## src/sv/indexed_array_table_defines.svh

```systemverilog
// Assertion macros shared by the indexed array table RTL.
// Uses the enclosing module's clk and rst_n; no other dependencies.
`ifndef INDEXED_ARRAY_TABLE_DEFINES_SVH
`define INDEXED_ARRAY_TABLE_DEFINES_SVH

// Same-cycle implication, disabled during reset
`define IAT_ASSERT_IMP(lbl, ante, cons, msg) \
    lbl: assert property (@(posedge clk) disable iff (!rst_n) (ante) |-> (cons)) \
        else $error(msg);

// Next-cycle implication, disabled during reset
`define IAT_ASSERT_NXT(lbl, ante, cons, msg) \
    lbl: assert property (@(posedge clk) disable iff (!rst_n) (ante) |=> (cons)) \
        else $error(msg);

`endif

```

## src/sv/iat_pkg.sv

```systemverilog
// Package for the indexed array table: widths, command and status codes,
// and the control struct broadcast from the decoder to the cells. No dependencies.
`default_nettype none

package iat_pkg;

    localparam int DEF_CAPACITY = 8;
    localparam int CAP_MAX      = 64;
    // position / count width that covers every capacity in range
    localparam int PW           = $clog2(CAP_MAX + 1);

    localparam int DATA_W   = 32;
    localparam int CMD_W    = 3;
    localparam int IDX_W    = 4;
    localparam int STATUS_W = 2;
    localparam int FIDX_W   = 3;
    localparam int COUNT_W  = 4;

    typedef enum logic [CMD_W-1:0] {
        CMD_INS_ORD = 3'd0,
        CMD_INS_UN  = 3'd1,
        CMD_REM_ORD = 3'd2,
        CMD_REM_UN  = 3'd3,
        CMD_FIND    = 3'd4
    } cmd_t;

    typedef enum logic [STATUS_W-1:0] {
        ST_OK        = 2'd0,
        ST_BAD_INDEX = 2'd1,
        ST_FULL      = 2'd2
    } status_t;

    // Per-request control seen by every cell; operation flags are
    // already qualified by an accepted request with ok status.
    typedef struct packed {
        logic          ins_ord;
        logic          ins_un;
        logic          rem_ord;
        logic          rem_un;
        logic          find;
        logic [PW-1:0] idx;
        logic [PW-1:0] cnt;
        logic [PW-1:0] sel;
    } iat_ctrl_t;

endpackage

`default_nettype wire

```

## src/sv/indexed_array_table.sv

```systemverilog
// Top level of the indexed array table: decoder, row of entry cells, fill
// count and result registers. Uses iat_pkg, iat_dec, iat_cell and the defines header.
//
// Usage:
//   Request channel: drive command, index and value with start high; a request
//   is taken at a rising edge with start high and busy low. busy stays low, so
//   a new request can be taken on every clock.
//   Result channel: done is high for exactly one cycle, the cycle after the
//   request was taken, with status, found, found_index and count. Throughput is
//   one request per cycle; every insert, remove and find completes in the cells
//   in the cycle the request is taken (the find priority chain across the row
//   is the longest path).
//   The receiver cannot stall; results must be taken when done is high.
//   Reset (rst_n low) empties the table (count zero) and clears done. Entries
//   are not cleared; an entry only becomes visible after it was written.
//   Commands other than the five defined ones give status ok and no change.
`default_nettype none

`include "indexed_array_table_defines.svh"

module indexed_array_table
    import iat_pkg::*;
#(
    parameter int CAPACITY = DEF_CAPACITY
) (
    input  wire logic                   clk,
    input  wire logic                   rst_n,
    input  wire logic                   start,
    output logic                        busy,
    input  wire logic [CMD_W-1:0]       command,
    input  wire logic [IDX_W-1:0]       index,
    input  wire logic signed [DATA_W-1:0] value,
    output logic                        done,
    output logic      [STATUS_W-1:0]    status,
    output logic                        found,
    output logic      [FIDX_W-1:0]      found_index,
    output logic      [COUNT_W-1:0]     count
);

    localparam int CW = $clog2(CAPACITY + 1);

    iat_ctrl_t         ctrl;
    status_t           st;
    logic [PW-1:0]     cnt_next;
    logic [CW-1:0]     cnt_reg;
    logic [DATA_W-1:0] q_arr     [CAPACITY];
    logic [DATA_W-1:0] left_arr  [CAPACITY];
    logic [DATA_W-1:0] right_arr [CAPACITY];
    logic [CAPACITY:0] hit;
    logic [CAPACITY-1:0] first;
    logic [DATA_W-1:0] bus;
    logic [PW-1:0]     fenc;
    logic              accept;

    logic              done_reg;
    status_t           status_reg;
    logic              found_reg;
    logic [FIDX_W-1:0] found_index_reg;
    logic [COUNT_W-1:0] count_reg;

    // Every request finishes in the cycle it is taken
    assign busy   = 1'b0;
    assign accept = start && !busy;

    iat_dec #(
        .CAPACITY (CAPACITY)
    ) u_dec (
        .start    (accept),
        .command  (command),
        .index    (index),
        .cnt      (PW'(cnt_reg)),
        .ctrl     (ctrl),
        .status   (st),
        .cnt_next (cnt_next)
    );

    // Row of cells with neighbor links
    assign hit[0] = 1'b0;

    for (genvar i = 0; i < CAPACITY; i++)
    begin : g_cell
        if (i == 0)
        begin : g_first
            assign left_arr[i] = '0;
        end
        else
        begin : g_mid_l
            assign left_arr[i] = q_arr[i-1];
        end

        if (i == CAPACITY - 1)
        begin : g_last
            assign right_arr[i] = '0;
        end
        else
        begin : g_mid_r
            assign right_arr[i] = q_arr[i+1];
        end

        iat_cell #(
            .POS (i)
        ) u_cell (
            .clk     (clk),
            .ctrl    (ctrl),
            .value   (value),
            .left_q  (left_arr[i]),
            .right_q (right_arr[i]),
            .bus     (bus),
            .hit_in  (hit[i]),
            .q       (q_arr[i]),
            .hit_out (hit[i+1]),
            .first   (first[i])
        );
    end

    // Shared bus: entry at the index (unordered insert) or last entry
    // (unordered remove)
    always_comb
    begin
        bus = '0;
        for (int i = 0; i < CAPACITY; i++)
        begin
            if (PW'(i) == ctrl.sel)
                bus = bus | q_arr[i];
        end
    end

    // Encode the one-hot first match
    always_comb
    begin
        fenc = '0;
        for (int i = 0; i < CAPACITY; i++)
        begin
            if (first[i])
                fenc = fenc | PW'(i);
        end
    end

    // Fill count and result strobe
    always_ff @(posedge clk or negedge rst_n)
    begin
        if (!rst_n)
        begin
            cnt_reg  <= '0;
            done_reg <= 1'b0;
        end
        else
        begin
            cnt_reg  <= cnt_next[CW-1:0];
            done_reg <= accept;
        end
    end

    // Result payload
    always_ff @(posedge clk)
    begin
        if (accept)
        begin
            status_reg      <= st;
            found_reg       <= ctrl.find && hit[CAPACITY];
            found_index_reg <= (ctrl.find && hit[CAPACITY]) ? fenc[FIDX_W-1:0] : '0;
            count_reg       <= cnt_next[COUNT_W-1:0];
        end
    end

    assign done        = done_reg;
    assign status      = status_reg;
    assign found       = found_reg;
    assign found_index = found_index_reg;
    assign count       = count_reg;

    // Checks
    `IAT_ASSERT_IMP(a_cnt_bound, 1'b1, PW'(cnt_reg) <= PW'(CAPACITY), "fill count over capacity")
    `IAT_ASSERT_NXT(a_done_after_req, accept, done_reg, "no result after request")
    `IAT_ASSERT_NXT(a_no_spurious_done, !accept, !done_reg, "result without request")
    `IAT_ASSERT_IMP(a_found_ok, done_reg && found_reg, status_reg == ST_OK, "found with error status")
    `IAT_ASSERT_NXT(a_err_keeps_cnt, accept && (st != ST_OK), cnt_reg == $past(cnt_reg), "error changed count")

endmodule

`default_nettype wire

```

## src/sv/iat_dec.sv

```systemverilog
// Request decoder for the indexed array table: range and full checks,
// next fill count, and the control broadcast to the cells. Uses iat_pkg.
`default_nettype none

module iat_dec
    import iat_pkg::*;
#(
    parameter int CAPACITY = DEF_CAPACITY
) (
    input  wire logic                start,
    input  wire logic [CMD_W-1:0]    command,
    input  wire logic [IDX_W-1:0]    index,
    input  wire logic [PW-1:0]       cnt,
    output iat_ctrl_t                ctrl,
    output status_t                  status,
    output logic      [PW-1:0]       cnt_next
);

    logic          is_ins;
    logic          is_rem;
    logic          ok;
    logic [PW-1:0] idx_e;

    assign idx_e  = PW'(index);
    assign is_ins = (command == CMD_INS_ORD) || (command == CMD_INS_UN);
    assign is_rem = (command == CMD_REM_ORD) || (command == CMD_REM_UN);

    // Index checked before fullness on inserts
    always_comb
    begin
        status = ST_OK;
        if (is_ins)
        begin
            if (idx_e > cnt)
                status = ST_BAD_INDEX;
            else if (cnt >= PW'(CAPACITY))
                status = ST_FULL;
        end
        else if (is_rem)
        begin
            if (idx_e >= cnt)
                status = ST_BAD_INDEX;
        end
    end

    assign ok = start && (status == ST_OK);

    // Fill count update
    always_comb
    begin
        cnt_next = cnt;
        if (ok && is_ins)
            cnt_next = cnt + PW'(1);
        else if (ok && is_rem)
            cnt_next = cnt - PW'(1);
    end

    // Broadcast control; sel picks the cell that feeds the shared bus
    always_comb
    begin
        ctrl.ins_ord = ok && (command == CMD_INS_ORD);
        ctrl.ins_un  = ok && (command == CMD_INS_UN);
        ctrl.rem_ord = ok && (command == CMD_REM_ORD);
        ctrl.rem_un  = ok && (command == CMD_REM_UN);
        ctrl.find    = ok && (command == CMD_FIND);
        ctrl.idx     = idx_e;
        ctrl.cnt     = cnt;
        ctrl.sel     = (command == CMD_INS_UN) ? idx_e : (cnt - PW'(1));
    end

endmodule

`default_nettype wire

```

## src/sv/iat_cell.sv

```systemverilog
// One table cell: holds one entry, shifts with its neighbors and matches
// against the search value. Uses iat_pkg.
`default_nettype none

module iat_cell
    import iat_pkg::*;
#(
    parameter int POS = 0
) (
    input  wire logic                 clk,
    input  wire iat_ctrl_t            ctrl,
    input  wire logic [DATA_W-1:0]    value,
    input  wire logic [DATA_W-1:0]    left_q,
    input  wire logic [DATA_W-1:0]    right_q,
    input  wire logic [DATA_W-1:0]    bus,
    input  wire logic                 hit_in,
    output logic      [DATA_W-1:0]    q,
    output logic                      hit_out,
    output logic                      first
);

    localparam logic [PW-1:0] MY_POS = PW'(POS);

    logic              we;
    logic [DATA_W-1:0] data_next;
    logic              match;
    logic [DATA_W-1:0] data_reg;

    // Select the new entry for this position
    always_comb
    begin
        we        = 1'b0;
        data_next = value;
        if (ctrl.ins_ord)
        begin
            if (MY_POS == ctrl.idx)
                we = 1'b1;
            else if ((MY_POS > ctrl.idx) && (MY_POS <= ctrl.cnt))
            begin
                we        = 1'b1;
                data_next = left_q;
            end
        end
        else if (ctrl.ins_un)
        begin
            if (MY_POS == ctrl.idx)
                we = 1'b1;
            else if (MY_POS == ctrl.cnt)
            begin
                we        = 1'b1;
                data_next = bus;
            end
        end
        else if (ctrl.rem_ord)
        begin
            if ((MY_POS >= ctrl.idx) && ((MY_POS + PW'(1)) < ctrl.cnt))
            begin
                we        = 1'b1;
                data_next = right_q;
            end
        end
        else if (ctrl.rem_un)
        begin
            if (MY_POS == ctrl.idx)
            begin
                we        = 1'b1;
                data_next = bus;
            end
        end
    end

    // Entry storage, undefined until written
    always_ff @(posedge clk)
    begin
        if (we)
            data_reg <= data_next;
    end

    assign q = data_reg;

    // Search chain: first filled cell that matches wins
    assign match   = (data_reg == value) && (MY_POS < ctrl.cnt);
    assign hit_out = hit_in || match;
    assign first   = match && !hit_in;

endmodule

`default_nettype wire

```

## config.mk

```make
export PLATFORM = sky130hd
export DESIGN_NAME = indexed_array_table
export DESIGN_NICKNAME = d
export VERILOG_FILES = /design/src/sv/iat_pkg.sv /design/src/sv/indexed_array_table.sv /design/src/sv/iat_dec.sv /design/src/sv/iat_cell.sv
export VERILOG_INCLUDE_DIRS = /design/src /design/src/sv
export SDC_FILE = /design/constraint.sdc
export NUM_CORES = 2
export LEC_CHECK = 0
export BUFFER_PORTS_ARGS = -buffer_cell sky130_fd_sc_hd__buf_2
export CORE_UTILIZATION = 39
export CTS_BUF_LIST = sky130_fd_sc_hd__clkbuf_4 sky130_fd_sc_hd__clkbuf_8
export DETAILED_ROUTE_END_ITERATION = 16
export REMOVE_ABC_BUFFERS = 1
export SLEW_MARGIN = 10
export SYNTH_ARGS = -nofsm -noshare
export SYNTH_HDL_FRONTEND = slang
export SYNTH_SLANG_ARGS = --single-unit
```

## constraint.sdc

```tcl
create_clock -name clk -period 6.09 [get_ports clk]
set_input_delay 1.218 -clock clk [delete_from_list [all_inputs] [get_ports clk]]
set_output_delay 1.218 -clock clk [all_outputs]
set_load 0.005 [all_outputs]
```

==> results.tsv <==
metric	value	unit
status	finished, final reports clean	
path_class	reg -> reg	
die_area	56950	sq um
vias	21900	
hold_buffers	0	
worst_pin_slew	1.282	ns
syn_avg_cell_area	9.369	sq um
cts_max_level	2	
synthToLayoutAreaGrowth	9.327	%
ant_nets	0	
vias_per_cell	7.203	
dr.first_iter.drc_count	3999	
clk_path_buf_depth	3	
fmax	216.6	MHz
avgRoutedWirePerCell	33.48	um
gp_congestion	1.043	
synthFlopType	edfxtp_1	
cp.required	6.67	ns
worst_setup_path_start_kind	flip-flop	
ff2ff_path_depth	11	
netlist-cell-type-count	73	
clock_skew	0.06165	ns
fillCellCount	5299	
place_ws	1.133	ns
hold_path_class	in -> async	
critPathArrivalTime	5.19	ns
num_io_pins	54	
ys_seq_elements	271	
syn_inst	2331	
cpLargestDelayFamily	simple AND/OR/NAND/NOR gates	
drive_gt1_frac	0.1377	
synth_area	21840	sq um
drtPass1Iterations	8	
cts_resized	0	
overflow	0	
synth_edf_count	266	
clock_latency	0.71	ns
post-cts-setup-buffers	0	
grt_pass1_wl	147400	um
grt_pass1_vias	20310	
power.density	246.2	nW/um^2
max-slew-margin-rel	0.1430	
ys_seq_area_frac	0.3715	
setup_viol	0	
clock-sinks	271	
rows	86	
core	55200	sq um
path_clk_slew	0.06	ns
numCtsBuffers	54	
async_flop_share	0.01845	
ys_warn_count	0	
routed_wl	101800	um
crit_fanout	37	
crit_chain	inv_1, ha_1, o21ai_0, a21oi_1, o21ai_1, nand2_4, nor2_4, buf_4, nand2_1, o21ai_1, a21o_1	
dp_hpwl	63650	um
cp_slowest_cell	nor2_4	
route.detailed.drc	0	
finalCriticalPeriod	4.616	ns
drv_slew	0	
synth.area.top_cells	edfxtp_1 37%, xor2_1 5.3%, xnor2_1 5.1%, a221o_1 5.1%, mux2_1 4.6%	
leakage	0.007982	uW
r2r_setup_slack	1.47	ns
final_nets	2295	
start_util	0.3956	
rsz0062_at_grt	false	
port_buffers	52	
synth_top_area_frac	0.3658	
finalSetupTns	0	ns
grt_usage	0.3520	
max_cap_viol_count	0	
fin_crit_sh	0.7579	
largest_reg_flops	256	
cpPeakStageDelay	1.07	ns
yosys.area.top_type	edfxtp_1	
grt_max_degree	68	
die_x	238.6	um
endpoint_kind	flip-flop	
layout_commonest_cell	edfxtp_1	
cts_tree	yes	
path_common_cell	o21ai_1	
final_cell_mix	266 x edfxtp_1, 194 x nand2_1, 192 x nor2_1	
antenna_found_initial	10	
timing.final.ws_setup	1.474	ns
die_h	238.6	um
crit_cells	11	
vdd.ir_drop.worst	0.0002076	V
hold_viol_final	0	
timing.critical_path.buf_inv	2	
cts-root-buf	clkbuf_8	
synthesized netlist by cell type (8+ instances only):
library cell and number:
a21o_1 16, a21oi_1 116, a221o_1 111, a222oi_1 32, a22oi_1 93, and3_1 8
buf_1 19, buf_2 13, clkbuf_1 206, edfxtp_1 266, ha_1 8, inv_1 12
mux2_1 90, mux2_2 23, mux2_4 16, nand2_1 200, nand2_2 21, nand2b_1 9
nand3_1 33, nand4_1 36, nor2_1 199, nor3_1 52, nor4_1 36, o21ai_0 58
o21ai_1 71, o221a_1 69, o221ai_1 45, o221ai_2 17, o22ai_1 101, xnor2_1 127
xor2_1 132
metrics by stage:
stage / std cells / instance area, sq um / hold slack (ns) / util / power [uW]
after global routing: 3038 / 23870 / 0.3303 / 0.4324 / 6029
after global placement: 2937 / 22830 / 0.6109 / 0.4135 / 3893
after floorplan: 2084 / 20840 / 0.5782 / - / 3448
final: 3041 / 23880 / 0.3434 / 0.4325 / 5879
after CTS: 3036 / 23860 / 0.3357 / 0.4323 / 5796
after detailed placement: 2937 / 22830 / 0.6259 / 0.4135 / 3915
report_power, final:
group	switching, uW	internal (uW)
combinational	1130	610
sequential	85.7	2130
clock	940	979
cells by family after synthesis:
family                   after synthesis  share of synthesized area
AND/OR/NAND/NOR                      631                     0.1326
flip-flops                           271                     0.3715
AO/OA/AOI/OAI                        766                     0.2668
multiplexers                         136                    0.07248
other                                  1                  0.0001717
XOR/XNOR                             259                     0.1039
adder cells (fa/ha/maj)                8                   0.004584
buffers and inverters                259                    0.04801
worst register-to-register path: cells and delay by family (launching register included):
| kind | cells | cell delay (ns) |
|---|---|---|
| AO/OA/AOI/OAI | 5 | 1.13 |
| AND/OR/NAND/NOR | 3 | 1.74 |
| adder cells (fa/ha/maj) | 1 | 0.36 |
| buffers and inverters | 2 | 0.60 |
| flip-flops | 1 | 0.67 |
metal layers:
metal	vias to the layer above	track usage	share of wire
met1	10570	0.4705	0.37
met3	388	0.1053	0.15
met4	10	0.1894	0.062
met2	1979	0.5071	0.42
li1	8954	-	-
met5	-	0	0.00062
final timing paths:
kind | startpoint | to
worst max-delay path | cnt_reg[2]$_DFF_PN0_ | g_cell[2].u_cell.q[27]$_DFFE_PP_
worst min-delay path | rst_n | cnt_reg[3]$_DFF_PN0_
worst max register to register | cnt_reg[2]$_DFF_PN0_ | g_cell[2].u_cell.q[27]$_DFFE_PP_
worst min register to register | g_cell[0].u_cell.q[17]$_DFFE_PP_ | g_cell[1].u_cell.q[17]$_DFFE_PP_
max in group asynchronous | rst_n | cnt_reg[2]$_DFF_PN0_
min in group clk | g_cell[0].u_cell.q[17]$_DFFE_PP_ | g_cell[1].u_cell.q[17]$_DFFE_PP_
layout make-up:
type                       instances  area, sq um  area share
multi-input combinational       1801        13030      0.5455
sequential                       271         8113      0.3398
tap                              748        935.9     0.03920
clock inverter                    29        160.2    0.006708
antenna                            5        12.51   0.0005241
timing repair buffer             105        708.2     0.02966
clock buffer                      70        875.8     0.03668
inverter                          12        45.04    0.001887
(Power assumes the default switching activity.)
